[config.mk]
export PLATFORM = sky130hd
export DESIGN_NAME = diamond_difference_sweep_cell_unit_flat
export DESIGN_NICKNAME = d
export VERILOG_FILES = /design/src/hw/rtl/dds_pkg.sv /design/src/hw/rtl/dds_if.sv /design/src/hw/rtl/dds_front.sv /design/src/hw/rtl/dds_queue.sv /design/src/hw/rtl/dds_back.sv /design/src/hw/rtl/diamond_difference_sweep_cell_unit.sv /design/src/flat_wrapper.sv
export SDC_FILE = /design/constraint.sdc
export NUM_CORES = 2
export LEC_CHECK = 0
export BUFFER_PORTS_ARGS = -buffer_cell sky130_fd_sc_hd__buf_2
export CAP_MARGIN = 20
export CORE_MARGIN = 2
export CORE_UTILIZATION = 51
export DETAILED_ROUTE_END_ITERATION = 6
export PLACE_DENSITY = 0.8
export RECOVER_POWER = 25
export SYNTH_ARGS = -nofsm -noshare
export SYNTH_HDL_FRONTEND = slang
export SYNTH_SLANG_ARGS = --single-unit
export TNS_END_PERCENT = 30
[constraint.sdc]
create_clock -name clock -period 9.4 [get_ports clock]
set_input_delay 0.94 -clock clock [delete_from_list [all_inputs] [get_ports clock]]
set_output_delay 0.94 -clock clock [all_outputs]
set_load 0.01 [all_outputs]
[src/hw/rtl/dds_pkg.sv]
package dds_pkg;

   // Sizes of the sweep cell datapath.
   localparam int NUM_DIRECTIONS = 16;
   localparam int FRAC_BITS      = 16;
   localparam int DIR_W          = 4;
   localparam int FLUX_W         = 32;
   localparam int COEF_W         = 31;
   localparam int DIR_IDX_W      = $clog2(NUM_DIRECTIONS);
   localparam int NUM_W          = 2 * FLUX_W;
   localparam int DIV_STEPS      = FLUX_W;
   localparam int STEP_CNT_W     = $clog2(DIV_STEPS);

   // Depth of the queue between the front and back parts.
   localparam int QUEUE_DEPTH    = 2;
   localparam int QUEUE_PTR_W    = $clog2(QUEUE_DEPTH);
   localparam int QUEUE_CNT_W    = $clog2(QUEUE_DEPTH + 1);

   // Command codes.
   localparam logic CMD_BOUNDARY = 1'b0;
   localparam logic CMD_CELL     = 1'b1;

   // Saturation limits of a signed flux value.
   localparam logic signed [FLUX_W-1:0] FLUX_MAX = {1'b0, {(FLUX_W-1){1'b1}}};
   localparam logic signed [FLUX_W-1:0] FLUX_MIN = {1'b1, {(FLUX_W-1){1'b0}}};

   typedef struct packed {
      logic                     command;
      logic [DIR_W-1:0]         direction;
      logic signed [FLUX_W-1:0] boundary_flux;
      logic [COEF_W-1:0]        mu_over_step;
      logic [COEF_W-1:0]        half_sigma_total;
      logic signed [FLUX_W-1:0] fixed_source;
      logic signed [FLUX_W-1:0] scatter_source;
   } req_type;

   typedef struct packed {
      logic signed [FLUX_W-1:0] outgoing_flux;
      logic                     divide_error;
   } rsp_type;

   // One classified item as the front part hands it to the back part.
   typedef struct packed {
      logic                     command;
      logic [DIR_W-1:0]         direction;
      logic signed [FLUX_W-1:0] boundary_flux;
      logic signed [FLUX_W-1:0] coef_diff;
      logic [FLUX_W-1:0]        denom;
      logic signed [FLUX_W:0]   src_sum;
   } work_type;

   typedef struct packed {
      logic                   full;
      logic                   empty;
      logic [QUEUE_CNT_W-1:0] count;
   } queue_status_type;

endpackage

[src/hw/rtl/dds_if.sv]
interface dds_req_if;
   logic              valid;
   logic              ready;
   dds_pkg::req_type  payload;

   modport source (output valid, output payload, input ready);
   modport sink   (input valid, input payload, output ready);
endinterface

interface dds_rsp_if;
   logic              valid;
   logic              ready;
   dds_pkg::rsp_type  payload;

   modport source (output valid, output payload, input ready);
   modport sink   (input valid, input payload, output ready);
endinterface

[src/hw/rtl/dds_front.sv]
module dds_front (
   dds_req_if.sink                    req_ch,
   input  dds_pkg::queue_status_type  q_stat,
   output logic                       push,
   output dds_pkg::work_type          push_work
);

   // Take an item whenever the queue has room.
   assign req_ch.ready = !q_stat.full;
   assign push         = req_ch.valid && !q_stat.full;

   // Form the coefficients and source sum that do not depend on the running flux.
   always_comb begin
      push_work.command       = req_ch.payload.command;
      push_work.direction     = req_ch.payload.direction;
      push_work.boundary_flux = req_ch.payload.boundary_flux;
      push_work.coef_diff     = signed'({1'b0, req_ch.payload.mu_over_step})
                              - signed'({1'b0, req_ch.payload.half_sigma_total});
      push_work.denom         = {1'b0, req_ch.payload.mu_over_step}
                              + {1'b0, req_ch.payload.half_sigma_total};
      push_work.src_sum       = (dds_pkg::FLUX_W + 1)'(req_ch.payload.fixed_source)
                              + (dds_pkg::FLUX_W + 1)'(req_ch.payload.scatter_source);
   end

endmodule

[src/hw/rtl/dds_queue.sv]
module dds_queue (
   input  logic                       clock,
   input  logic                       reset,
   input  logic                       push,
   input  dds_pkg::work_type          push_work,
   input  logic                       pop,
   output dds_pkg::work_type          head_work,
   output dds_pkg::queue_status_type  q_stat
);

   dds_pkg::work_type                  entry_ff [dds_pkg::QUEUE_DEPTH];
   logic [dds_pkg::QUEUE_PTR_W-1:0]    wr_ptr_ff, wr_ptr_in;
   logic [dds_pkg::QUEUE_PTR_W-1:0]    rd_ptr_ff, rd_ptr_in;
   logic [dds_pkg::QUEUE_CNT_W-1:0]    count_ff, count_in;

   assign head_work    = entry_ff[rd_ptr_ff];
   assign q_stat.count = count_ff;
   assign q_stat.full  = (count_ff == dds_pkg::QUEUE_CNT_W'(dds_pkg::QUEUE_DEPTH));
   assign q_stat.empty = (count_ff == '0);

   // Pointer and occupancy updates.
   always_comb begin
      wr_ptr_in = wr_ptr_ff;
      rd_ptr_in = rd_ptr_ff;
      count_in  = count_ff;
      if (push) begin
         wr_ptr_in = (wr_ptr_ff == dds_pkg::QUEUE_PTR_W'(dds_pkg::QUEUE_DEPTH - 1)) ?
                     '0 : wr_ptr_ff + 1'b1;
      end
      if (pop) begin
         rd_ptr_in = (rd_ptr_ff == dds_pkg::QUEUE_PTR_W'(dds_pkg::QUEUE_DEPTH - 1)) ?
                     '0 : rd_ptr_ff + 1'b1;
      end
      if (push && !pop) begin
         count_in = count_ff + 1'b1;
      end else if (!push && pop) begin
         count_in = count_ff - 1'b1;
      end
   end

   always_ff @(posedge clock) begin
      if (reset) begin
         wr_ptr_ff <= '0;
         rd_ptr_ff <= '0;
         count_ff  <= '0;
      end else begin
         wr_ptr_ff <= wr_ptr_in;
         rd_ptr_ff <= rd_ptr_in;
         count_ff  <= count_in;
      end
   end

   // Entry storage needs no reset.
   always_ff @(posedge clock) begin
      if (push) begin
         entry_ff[wr_ptr_ff] <= push_work;
      end
   end

endmodule

[src/hw/rtl/dds_back.sv]
module dds_back (
   input  logic                       clock,
   input  logic                       reset,
   input  dds_pkg::queue_status_type  q_stat,
   input  dds_pkg::work_type          head_work,
   output logic                       pop,
   dds_rsp_if.source                  rsp_ch
);

   localparam logic [2:0] ST_IDLE = 3'd0;
   localparam logic [2:0] ST_MUL  = 3'd1;
   localparam logic [2:0] ST_NUM  = 3'd2;
   localparam logic [2:0] ST_DIV  = 3'd3;
   localparam logic [2:0] ST_SAT  = 3'd4;
   localparam logic [2:0] ST_DONE = 3'd5;

   logic [2:0]                              state_ff, state_in;
   dds_pkg::work_type                       work_ff, work_in;
   logic signed [dds_pkg::NUM_W-1:0]        prod_ff, prod_in;
   logic [dds_pkg::FLUX_W-1:0]              rem_ff, rem_in;
   logic [dds_pkg::FLUX_W-1:0]              quo_ff, quo_in;
   logic                                    neg_ff, neg_in;
   logic                                    ovf_ff, ovf_in;
   logic [dds_pkg::STEP_CNT_W-1:0]          step_ff, step_in;
   logic signed [dds_pkg::FLUX_W-1:0]       result_ff, result_in;
   logic                                    err_ff, err_in;
   logic                                    out_valid_ff, out_valid_in;
   dds_pkg::rsp_type                        out_data_ff, out_data_in;
   logic signed [dds_pkg::FLUX_W-1:0]       flux_ff [dds_pkg::NUM_DIRECTIONS];

   logic                                    dir_in_range;
   logic [dds_pkg::DIR_IDX_W-1:0]           dir_idx;
   logic signed [dds_pkg::FLUX_W-1:0]       psi;
   logic signed [dds_pkg::NUM_W-1:0]        numer;
   logic [dds_pkg::NUM_W-1:0]               numer_mag;
   logic [dds_pkg::FLUX_W:0]                trial;
   logic                                    trial_ge;
   logic                                    out_free;
   logic                                    flux_wr_en;

   assign rsp_ch.valid   = out_valid_ff;
   assign rsp_ch.payload = out_data_ff;

   assign pop      = (state_ff == ST_IDLE) && !q_stat.empty;
   assign out_free = !out_valid_ff || rsp_ch.ready;

   // Running flux lookup; directions past the table read as zero.
   assign dir_in_range = (int'(work_ff.direction) < dds_pkg::NUM_DIRECTIONS);
   assign dir_idx      = dds_pkg::DIR_IDX_W'(work_ff.direction);
   assign psi          = dir_in_range ? flux_ff[dir_idx] : '0;

   // Numerator with twice the fraction bits, and its magnitude.
   assign numer     = prod_ff
                    + (dds_pkg::NUM_W'(work_ff.src_sum) <<< dds_pkg::FRAC_BITS);
   assign numer_mag = numer[dds_pkg::NUM_W-1] ? (~numer + 1'b1) : numer;

   // One restoring division step.
   assign trial    = {rem_ff, quo_ff[dds_pkg::FLUX_W-1]};
   assign trial_ge = (trial >= {1'b0, work_ff.denom});

   assign flux_wr_en = (state_ff == ST_DONE) && out_free && dir_in_range;

   // Sequencer of the back part.
   always_comb begin
      state_in     = state_ff;
      work_in      = work_ff;
      prod_in      = prod_ff;
      rem_in       = rem_ff;
      quo_in       = quo_ff;
      neg_in       = neg_ff;
      ovf_in       = ovf_ff;
      step_in      = step_ff;
      result_in    = result_ff;
      err_in       = err_ff;
      out_valid_in = out_valid_ff && !rsp_ch.ready;
      out_data_in  = out_data_ff;

      unique case (state_ff)
         ST_IDLE: begin
            if (!q_stat.empty) begin
               work_in = head_work;
               err_in  = 1'b0;
               if (head_work.command == dds_pkg::CMD_BOUNDARY) begin
                  result_in = head_work.boundary_flux;
                  state_in  = ST_DONE;
               end else if (head_work.denom == '0) begin
                  result_in = '0;
                  err_in    = 1'b1;
                  state_in  = ST_DONE;
               end else begin
                  state_in = ST_MUL;
               end
            end
         end
         ST_MUL: begin
            prod_in  = work_ff.coef_diff * psi;
            state_in = ST_NUM;
         end
         ST_NUM: begin
            neg_in   = numer[dds_pkg::NUM_W-1];
            rem_in   = numer_mag[dds_pkg::NUM_W-1:dds_pkg::FLUX_W];
            quo_in   = numer_mag[dds_pkg::FLUX_W-1:0];
            ovf_in   = (numer_mag[dds_pkg::NUM_W-1:dds_pkg::FLUX_W] >= work_ff.denom);
            step_in  = '0;
            state_in = ST_DIV;
         end
         ST_DIV: begin
            rem_in  = trial_ge ? dds_pkg::FLUX_W'(trial - {1'b0, work_ff.denom})
                               : trial[dds_pkg::FLUX_W-1:0];
            quo_in  = {quo_ff[dds_pkg::FLUX_W-2:0], trial_ge};
            step_in = step_ff + 1'b1;
            if (step_ff == dds_pkg::STEP_CNT_W'(dds_pkg::DIV_STEPS - 1)) begin
               state_in = ST_SAT;
            end
         end
         ST_SAT: begin
            if (ovf_ff) begin
               result_in = neg_ff ? dds_pkg::FLUX_MIN : dds_pkg::FLUX_MAX;
            end else if (!neg_ff) begin
               result_in = quo_ff[dds_pkg::FLUX_W-1] ? dds_pkg::FLUX_MAX : signed'(quo_ff);
            end else if (quo_ff > dds_pkg::FLUX_W'(dds_pkg::FLUX_MIN)) begin
               result_in = dds_pkg::FLUX_MIN;
            end else begin
               result_in = signed'(~quo_ff + 1'b1);
            end
            state_in = ST_DONE;
         end
         ST_DONE: begin
            if (out_free) begin
               out_valid_in              = 1'b1;
               out_data_in.outgoing_flux = result_ff;
               out_data_in.divide_error  = err_ff;
               state_in                  = ST_IDLE;
            end
         end
         default: begin
            state_in = ST_IDLE;
         end
      endcase
   end

   always_ff @(posedge clock) begin
      if (reset) begin
         state_ff     <= ST_IDLE;
         out_valid_ff <= 1'b0;
      end else begin
         state_ff     <= state_in;
         out_valid_ff <= out_valid_in;
      end
   end

   // Datapath registers need no reset.
   always_ff @(posedge clock) begin
      work_ff     <= work_in;
      prod_ff     <= prod_in;
      rem_ff      <= rem_in;
      quo_ff      <= quo_in;
      neg_ff      <= neg_in;
      ovf_ff      <= ovf_in;
      step_ff     <= step_in;
      result_ff   <= result_in;
      err_ff      <= err_in;
      out_data_ff <= out_data_in;
   end

   // Running flux per direction, cleared by reset.
   always_ff @(posedge clock) begin
      if (reset) begin
         for (int i = 0; i < dds_pkg::NUM_DIRECTIONS; i++) begin
            flux_ff[i] <= '0;
         end
      end else if (flux_wr_en) begin
         flux_ff[dir_idx] <= result_ff;
      end
   end

endmodule

[src/hw/rtl/diamond_difference_sweep_cell_unit.sv]
// A cell command passes through the multiply, numerator, divide and saturate states of the back part
// before its result is registered; a boundary command or a zero denominator goes straight to the result.
// The back part takes a new item only once the last has left its result state; cells are paced by
// the 32-step radix-2 divider in the back part. Two items queue ahead of the back part.
// Reset (synchronous, active high) clears all running fluxes, the queue and the result valid flag.
module diamond_difference_sweep_cell_unit (
   input  logic        clock,
   input  logic        reset,
   dds_req_if.sink     req_ch,
   dds_rsp_if.source   rsp_ch
);

   dds_pkg::queue_status_type  q_stat;
   dds_pkg::work_type          push_work;
   dds_pkg::work_type          head_work;
   logic                       push;
   logic                       pop;

   // Front part: accepts items and forms their coefficients and source sum.
   dds_front u_front (
      .req_ch    (req_ch),
      .q_stat    (q_stat),
      .push      (push),
      .push_work (push_work)
   );

   // Queue between the front and back parts.
   dds_queue u_queue (
      .clock     (clock),
      .reset     (reset),
      .push      (push),
      .push_work (push_work),
      .pop       (pop),
      .head_work (head_work),
      .q_stat    (q_stat)
   );

   // Back part: flux update with multiply and iterative divide.
   dds_back u_back (
      .clock     (clock),
      .reset     (reset),
      .q_stat    (q_stat),
      .head_work (head_work),
      .pop       (pop),
      .rsp_ch    (rsp_ch)
   );

   // A divide error always comes with a zero flux.
   assert property (@(posedge clock) disable iff (reset)
      rsp_ch.valid && rsp_ch.payload.divide_error |-> rsp_ch.payload.outgoing_flux == '0)
      else $error("divide error with nonzero flux");

   // The queue never holds more than its depth.
   assert property (@(posedge clock) disable iff (reset)
      int'(q_stat.count) <= dds_pkg::QUEUE_DEPTH)
      else $error("queue overfilled");

   // No result is offered right after reset.
   assert property (@(posedge clock) $past(reset) |-> !rsp_ch.valid)
      else $error("result valid after reset");

   // Nothing is pushed into a full queue.
   assert property (@(posedge clock) disable iff (reset)
      q_stat.full |-> !push)
      else $error("push into full queue");

endmodule

[src/flat_wrapper.sv]
// flat-port wrapper written by rule: the top's interface ports become plain ports
module diamond_difference_sweep_cell_unit_flat 
  (clock, reset, req_ch_valid, req_ch_payload, req_ch_ready, rsp_ch_valid, rsp_ch_payload, rsp_ch_ready);
  dds_req_if req_ch_i ();
  dds_rsp_if rsp_ch_i ();
  input  logic clock;
  input  logic reset;
  input wire logic [$bits(req_ch_i.valid)-1:0] req_ch_valid;
  input wire logic [$bits(req_ch_i.payload)-1:0] req_ch_payload;
  output wire logic [$bits(req_ch_i.ready)-1:0] req_ch_ready;
  output wire logic [$bits(rsp_ch_i.valid)-1:0] rsp_ch_valid;
  output wire logic [$bits(rsp_ch_i.payload)-1:0] rsp_ch_payload;
  input wire logic [$bits(rsp_ch_i.ready)-1:0] rsp_ch_ready;
  assign req_ch_i.valid = req_ch_valid;
  assign req_ch_i.payload = req_ch_payload;
  assign req_ch_ready = req_ch_i.ready;
  assign rsp_ch_valid = rsp_ch_i.valid;
  assign rsp_ch_payload = rsp_ch_i.payload;
  assign rsp_ch_i.ready = rsp_ch_ready;
  diamond_difference_sweep_cell_unit u_core (.clock(clock), .reset(reset), .req_ch(req_ch_i), .rsp_ch(rsp_ch_i));
endmodule
Word level (Yosys, flattened, before mapping). Memories as Yosys holds them, arrays and structs flattened. A register that Yosys moved wholly into a read port is not among the register bits. Index checks and enable logic that the tools add are counted. W data, S select, Z words.

Flip-flop bits (word level): 310. RAM bits: 780. Bits of input ports: 167. Output and inout port bits: 35. Logic and storage cells: 115. Memories kept: 2.

Add/subtract/negate cells: 12. Multiply operators: 1. Order comparisons: 3. Equal/unequal tests: 11. Multiplexer cells: 40. Bitwise gates (word level): 3. Reduce and logical (&&, ||, !) cells: 24.

Memories: u_core.u_back.flux_ff (depth 16, bits a word 32, rd ports 1, clocked after Yosys merged registers in 1, write ports 16, RTL line dds_back.sv:29) `logic signed [dds_pkg::FLUX_W-1:0] flux_ff [dds_pkg::NUM_DIRECTIONS];`; u_core.u_queue.entry_ff (depth 2, bits a word 134, rd ports 1, clocked after Yosys merged registers in 1, write ports 1, RTL line dds_queue.sv:11) `dds_pkg::work_type entry_ff [dds_pkg::QUEUE_DEPTH];`.

Operator list (number): $mux W32 (9); $pmux W32 S2 (3); $add A64 B1 Y64 const B (1); $add A64 B49 Y64 (1); $mul A32 B32 Y64 (1); $mux W64 (1); $not A64 Y64 (1); $add A32 B32 Y33 (1); $ge A33 B32 Y1 (1); $add A31 B31 Y32 (1); $add A32 B1 Y32 const B (1); $ge A32 B32 Y1 (1); $gt A32 B32 Y1 const B (1); $logic_not A32 Y1 (1); $not A32 Y32 (1); $reduce_or A32 Y1 (1); $sub A31 B31 Y32 (1); $sub A32 B32 Y32 (1); $mux W31 (1); $pmux W3 S6 (1); $mux W1 (15); $mux W3 (5); $pmux W5 S2 (1); $mux W4 (2); other kinds (21) (41).

Logic depth before layout (Yosys ltp).
Depth after elaboration: 8. Mapped depth: 34. Gate-level depth less buffers: 31.

Modules after synthesis. A second synthesis with hierarchy kept.

Cells, all modules: 8302. Area, all modules: 93477.2 sq um.

By module, submodules not included: dds_back (times used 1, cells an instance 7068, area an instance 77954.8 sq um, seq. area each 24603.6 sq um); dds_queue (times used 1, cells an instance 439, area an instance 10112.2 sq um, seq. area each 8147.8 sq um); dds_front (times used 1, cells an instance 795, area an instance 5410.2 sq um, seq. area each 0.0 sq um).

Worst setup path before layout. No wires, ideal clock.

Kind: register to register. From: reg (tool-made name). To: reg u_core.u_back.prod_ff[58] (netlist name) (data pin). Setup time: 0.260 ns. Arrival: 9.560 ns. Data required time: 9.140 ns. Slack: -0.419 ns. Stages on the path, launching flop included: 31. Buffers on the path: 4. Clock period less this slack: 9.819 ns. Cells stage by stage: dfxtp_1 -> clkbuf_1 -> buf_1 -> mux4_2 -> mux4_2 -> clkbuf_1 -> nand2_1 -> inv_1 -> fa_1 -> fa_1 -> fa_1 -> fa_1 -> inv_1 -> fa_1 -> inv_1 -> fa_1 -> inv_1 -> fa_1 -> fa_1 -> inv_1 -> ha_1 -> clkbuf_1 -> a21oi_1 -> o21ai_0 -> a21o_1 -> a221o_1 -> a21oi_1 -> o21bai_1 -> a21o_1 -> a211oi_1 -> nor3_1.

RTL lines: end signal: assignment (RTL line dds_back.sv:155) `prod_ff <= prod_in;`; end: declaration (RTL line dds_back.sv:19) `logic signed [dds_pkg::NUM_W-1:0] prod_ff, prod_in;`.

==> impl_metrics.ini <==
[outcome]
outcome = complete, but fails checks
violations = capacitance limit, slew limit, setup timing

[logic_synthesis]
seq_area_frac_synth = 0.356
synth_nets = 9687
synth_top_cell_by_area = edfxtp_1
synth_top_area_frac = 0.354
synth-edff-count = 1079
synthArstFlopShare = 0
ys_types = 84
synth_seq_cells = 1092
ys_top_cells_by_area = edfxtp_1, fa_1, and2_1
synth_top_cells_by_count = inv_1, fa_1, edfxtp_1
synth_most_common_cell = inv_1
synth.avg_cell_area_um2 = 11.4
ys_warn_count = 0
synthesis.area_um2 = 91600
synth_cells = 8039
synthFlopType = edfxtp_1

[floorplanning]
core.rowCount = 155
die-area_um2 = 183000
ioPinCount = 202
die_w_um = 428
start_util = 0.514
core_region_area_um2 = 178000
die_h_um = 428

[clock_network]
cts.sinks = 1092
clock-root-buffer = clkbuf_16
clk_path_buf_depth = 3
worstSkewPairLatency_ps = 810
cts_hold_buffers = 0
path_clk_slew_ps = 70
cts_tree = yes
cts-buffers-inserted = 106
h-tree-depth = 3

[global_routing]
grt-ovfl-total = 0
antenna_found_initial = 7
grt_pass1_vias = 66300
grt_pass1_wl_mm = 382
track_usage = 0.269
grt_max_degree = 74

[route]
vias_per_cell = 5.90
drtIter0Drc = 7220
vias = 63100
drc = 0
drtAntennaViolNets = 0
wl_per_cell_um = 23.2
drtPass1Iterations = 7
wl_mm = 248

[sta]
rsz0062_at_grt = yes
fin_skew_ps = 120
period_minus_slack_ps = 9470
fin_ws_ps = -68.5
finalHoldViolCount = 0
period_share = 1.01
setup_viol = 2
worst_pin_slew_ps = 3780
slew_headroom = -1.52
slew_violations = 403
fmax_ghz = 0.106
tns_ps = -82.2

[final_layout]
area_growth_pct = 10.5
drive_above_1_share = 0.120
n_fill_cell = 13900
design_area_um2 = 101000
fin_util = 0.568
finalNetCount = 9882

[worst_setup_path]
max_stage_delay_ps = 640
path_class = flop to flop
cp-end-kind = flop
worst_path_max_delay_cell = mux4_1
crit_path_start_kind = flop
cp_common_cell = fa_1
arrival_ps = 9920
crit_fanout = 15
critPathBufInv = 11
cp_data_required_time_ps = 9850
cpLargestDelayFamily = adder cells

[place]
place_area_um2 = 96100
dpl.hpwl_mm = 178
numPortBuffers = 201
place_congestion = 0.922

[worst_hold_path]
worstHoldStart = req_ch_payload[127]
hp-class = input pin to flop

[flow_run]
maxCapViolations = 9
## metal layers
layer / vias to the layer above / routed length [µm] / track usage
met3: 598 / 28100 / 0.0547
li1: 27100 / - / -
met1: 31600 / 93200 / 0.362
met4: 2 / 11100 / 0.105
met5: - / 41 / 0.00182
met2: 3728 / 115000 / 0.432
## final cells by class
| type | instances | area (µm²) | share of cell area |
|---|---|---|---|
| antenna | 1 | 2.50 | 0.0000247 |
| clock buffer | 115 | 2690 | 0.0265 |
| clock inverter | 81 | 885 | 0.00874 |
| inverter | 1140 | 4280 | 0.0423 |
| multi-input combinational | 5391 | 53900 | 0.532 |
| sequential | 1092 | 32700 | 0.323 |
| tap | 2355 | 2950 | 0.0291 |
| timing repair buffer | 503 | 3920 | 0.0387 |
## layout by cell type, fill, tap and decap left out, types with 41 or more instances in the layout
cell type and instances:
ha_1 378, clkbuf_1 73, xnor2_1 161, nand2_1 661
nand3_1 48, clkbuf_16 108, o21ai_0 143, buf_4 235
mux2_2 52, mux2i_1 41, o21a_1 50, fa_1 1060
a21o_1 129, mux4_2 160, nor3_1 71, and2_1 1017
buf_2 143, a211oi_1 65, xor2_1 104, edfxtp_1 1079
inv_1 1136, mux2_1 59, o211ai_1 42, nor2_1 229
a21oi_1 244
## registers in the layout (all words and copies together), names as in the netlist, 2 cells and up, named ones only
signal	flops
u_core.u_back.state_ff	3
u_core.u_back.quo_ff	32
u_core.u_queue.count_ff	2
u_core.u_back.work_ff	96
u_core.u_back.step_ff	5
u_core.u_back.result_ff	32
u_core.u_back.prod_ff	64
u_core.u_queue.entry_ff	266
u_core.u_back.rem_ff	32
u_core.u_back.rsp_ch.payload	33
u_core.u_back.flux_ff	512
u_core.u_back.dir_idx	4
## per-stage QoR
step | hold WS, ps | instances | worst slack (ps)
after CTS | 300 | 10600 | 9.02
final | 341 | 10700 | -68.5
after detailed placement | 477 | 10400 | -157
after floorplan | 400 | 8039 | 39.6
after global placement | 470 | 10400 | -74.0
after global routing | 317 | 10700 | -269
## worst paths after layout
kind,to,slack (ps),cells after the start
setup / recovery,u_core.u_back.prod_ff[63],-70,31
setup reg to reg,u_core.u_back.prod_ff[63],-70,31
hold reg to reg,u_core.u_back.rsp_ch.payload[0],480,0
hold / removal,u_core.u_queue.entry_ff[1][98],340,1
## kinds of logic (layout without fill, tap and decap cells)
kind of cell / after synthesis / count (layout) / synth area share
AND/OR/NAND/NOR: 2368 / 2368 / 0.137
buffers and inverters: 1562 / 1839 / 0.0640
adder cells (fa/ha/maj): 1481 / 1481 / 0.291
flip-flops: 1092 / 1092 / 0.356
AO/OA/AOI/OAI: 958 / 958 / 0.0685
multiplexers: 312 / 318 / 0.0573
XOR/XNOR: 266 / 266 / 0.0254
other: 0 / 1 / 0
## timing repair
action,CTS,global route
setup endpoints to repair,15,20
pin swaps,23,77
gates resized for setup,58,109
buffers inserted,21,48
gates cloned,8,5
Power is left out: the tool's default activity adds up to more than one toggle a clock period on the data nets, which glitch-free logic cannot reach.
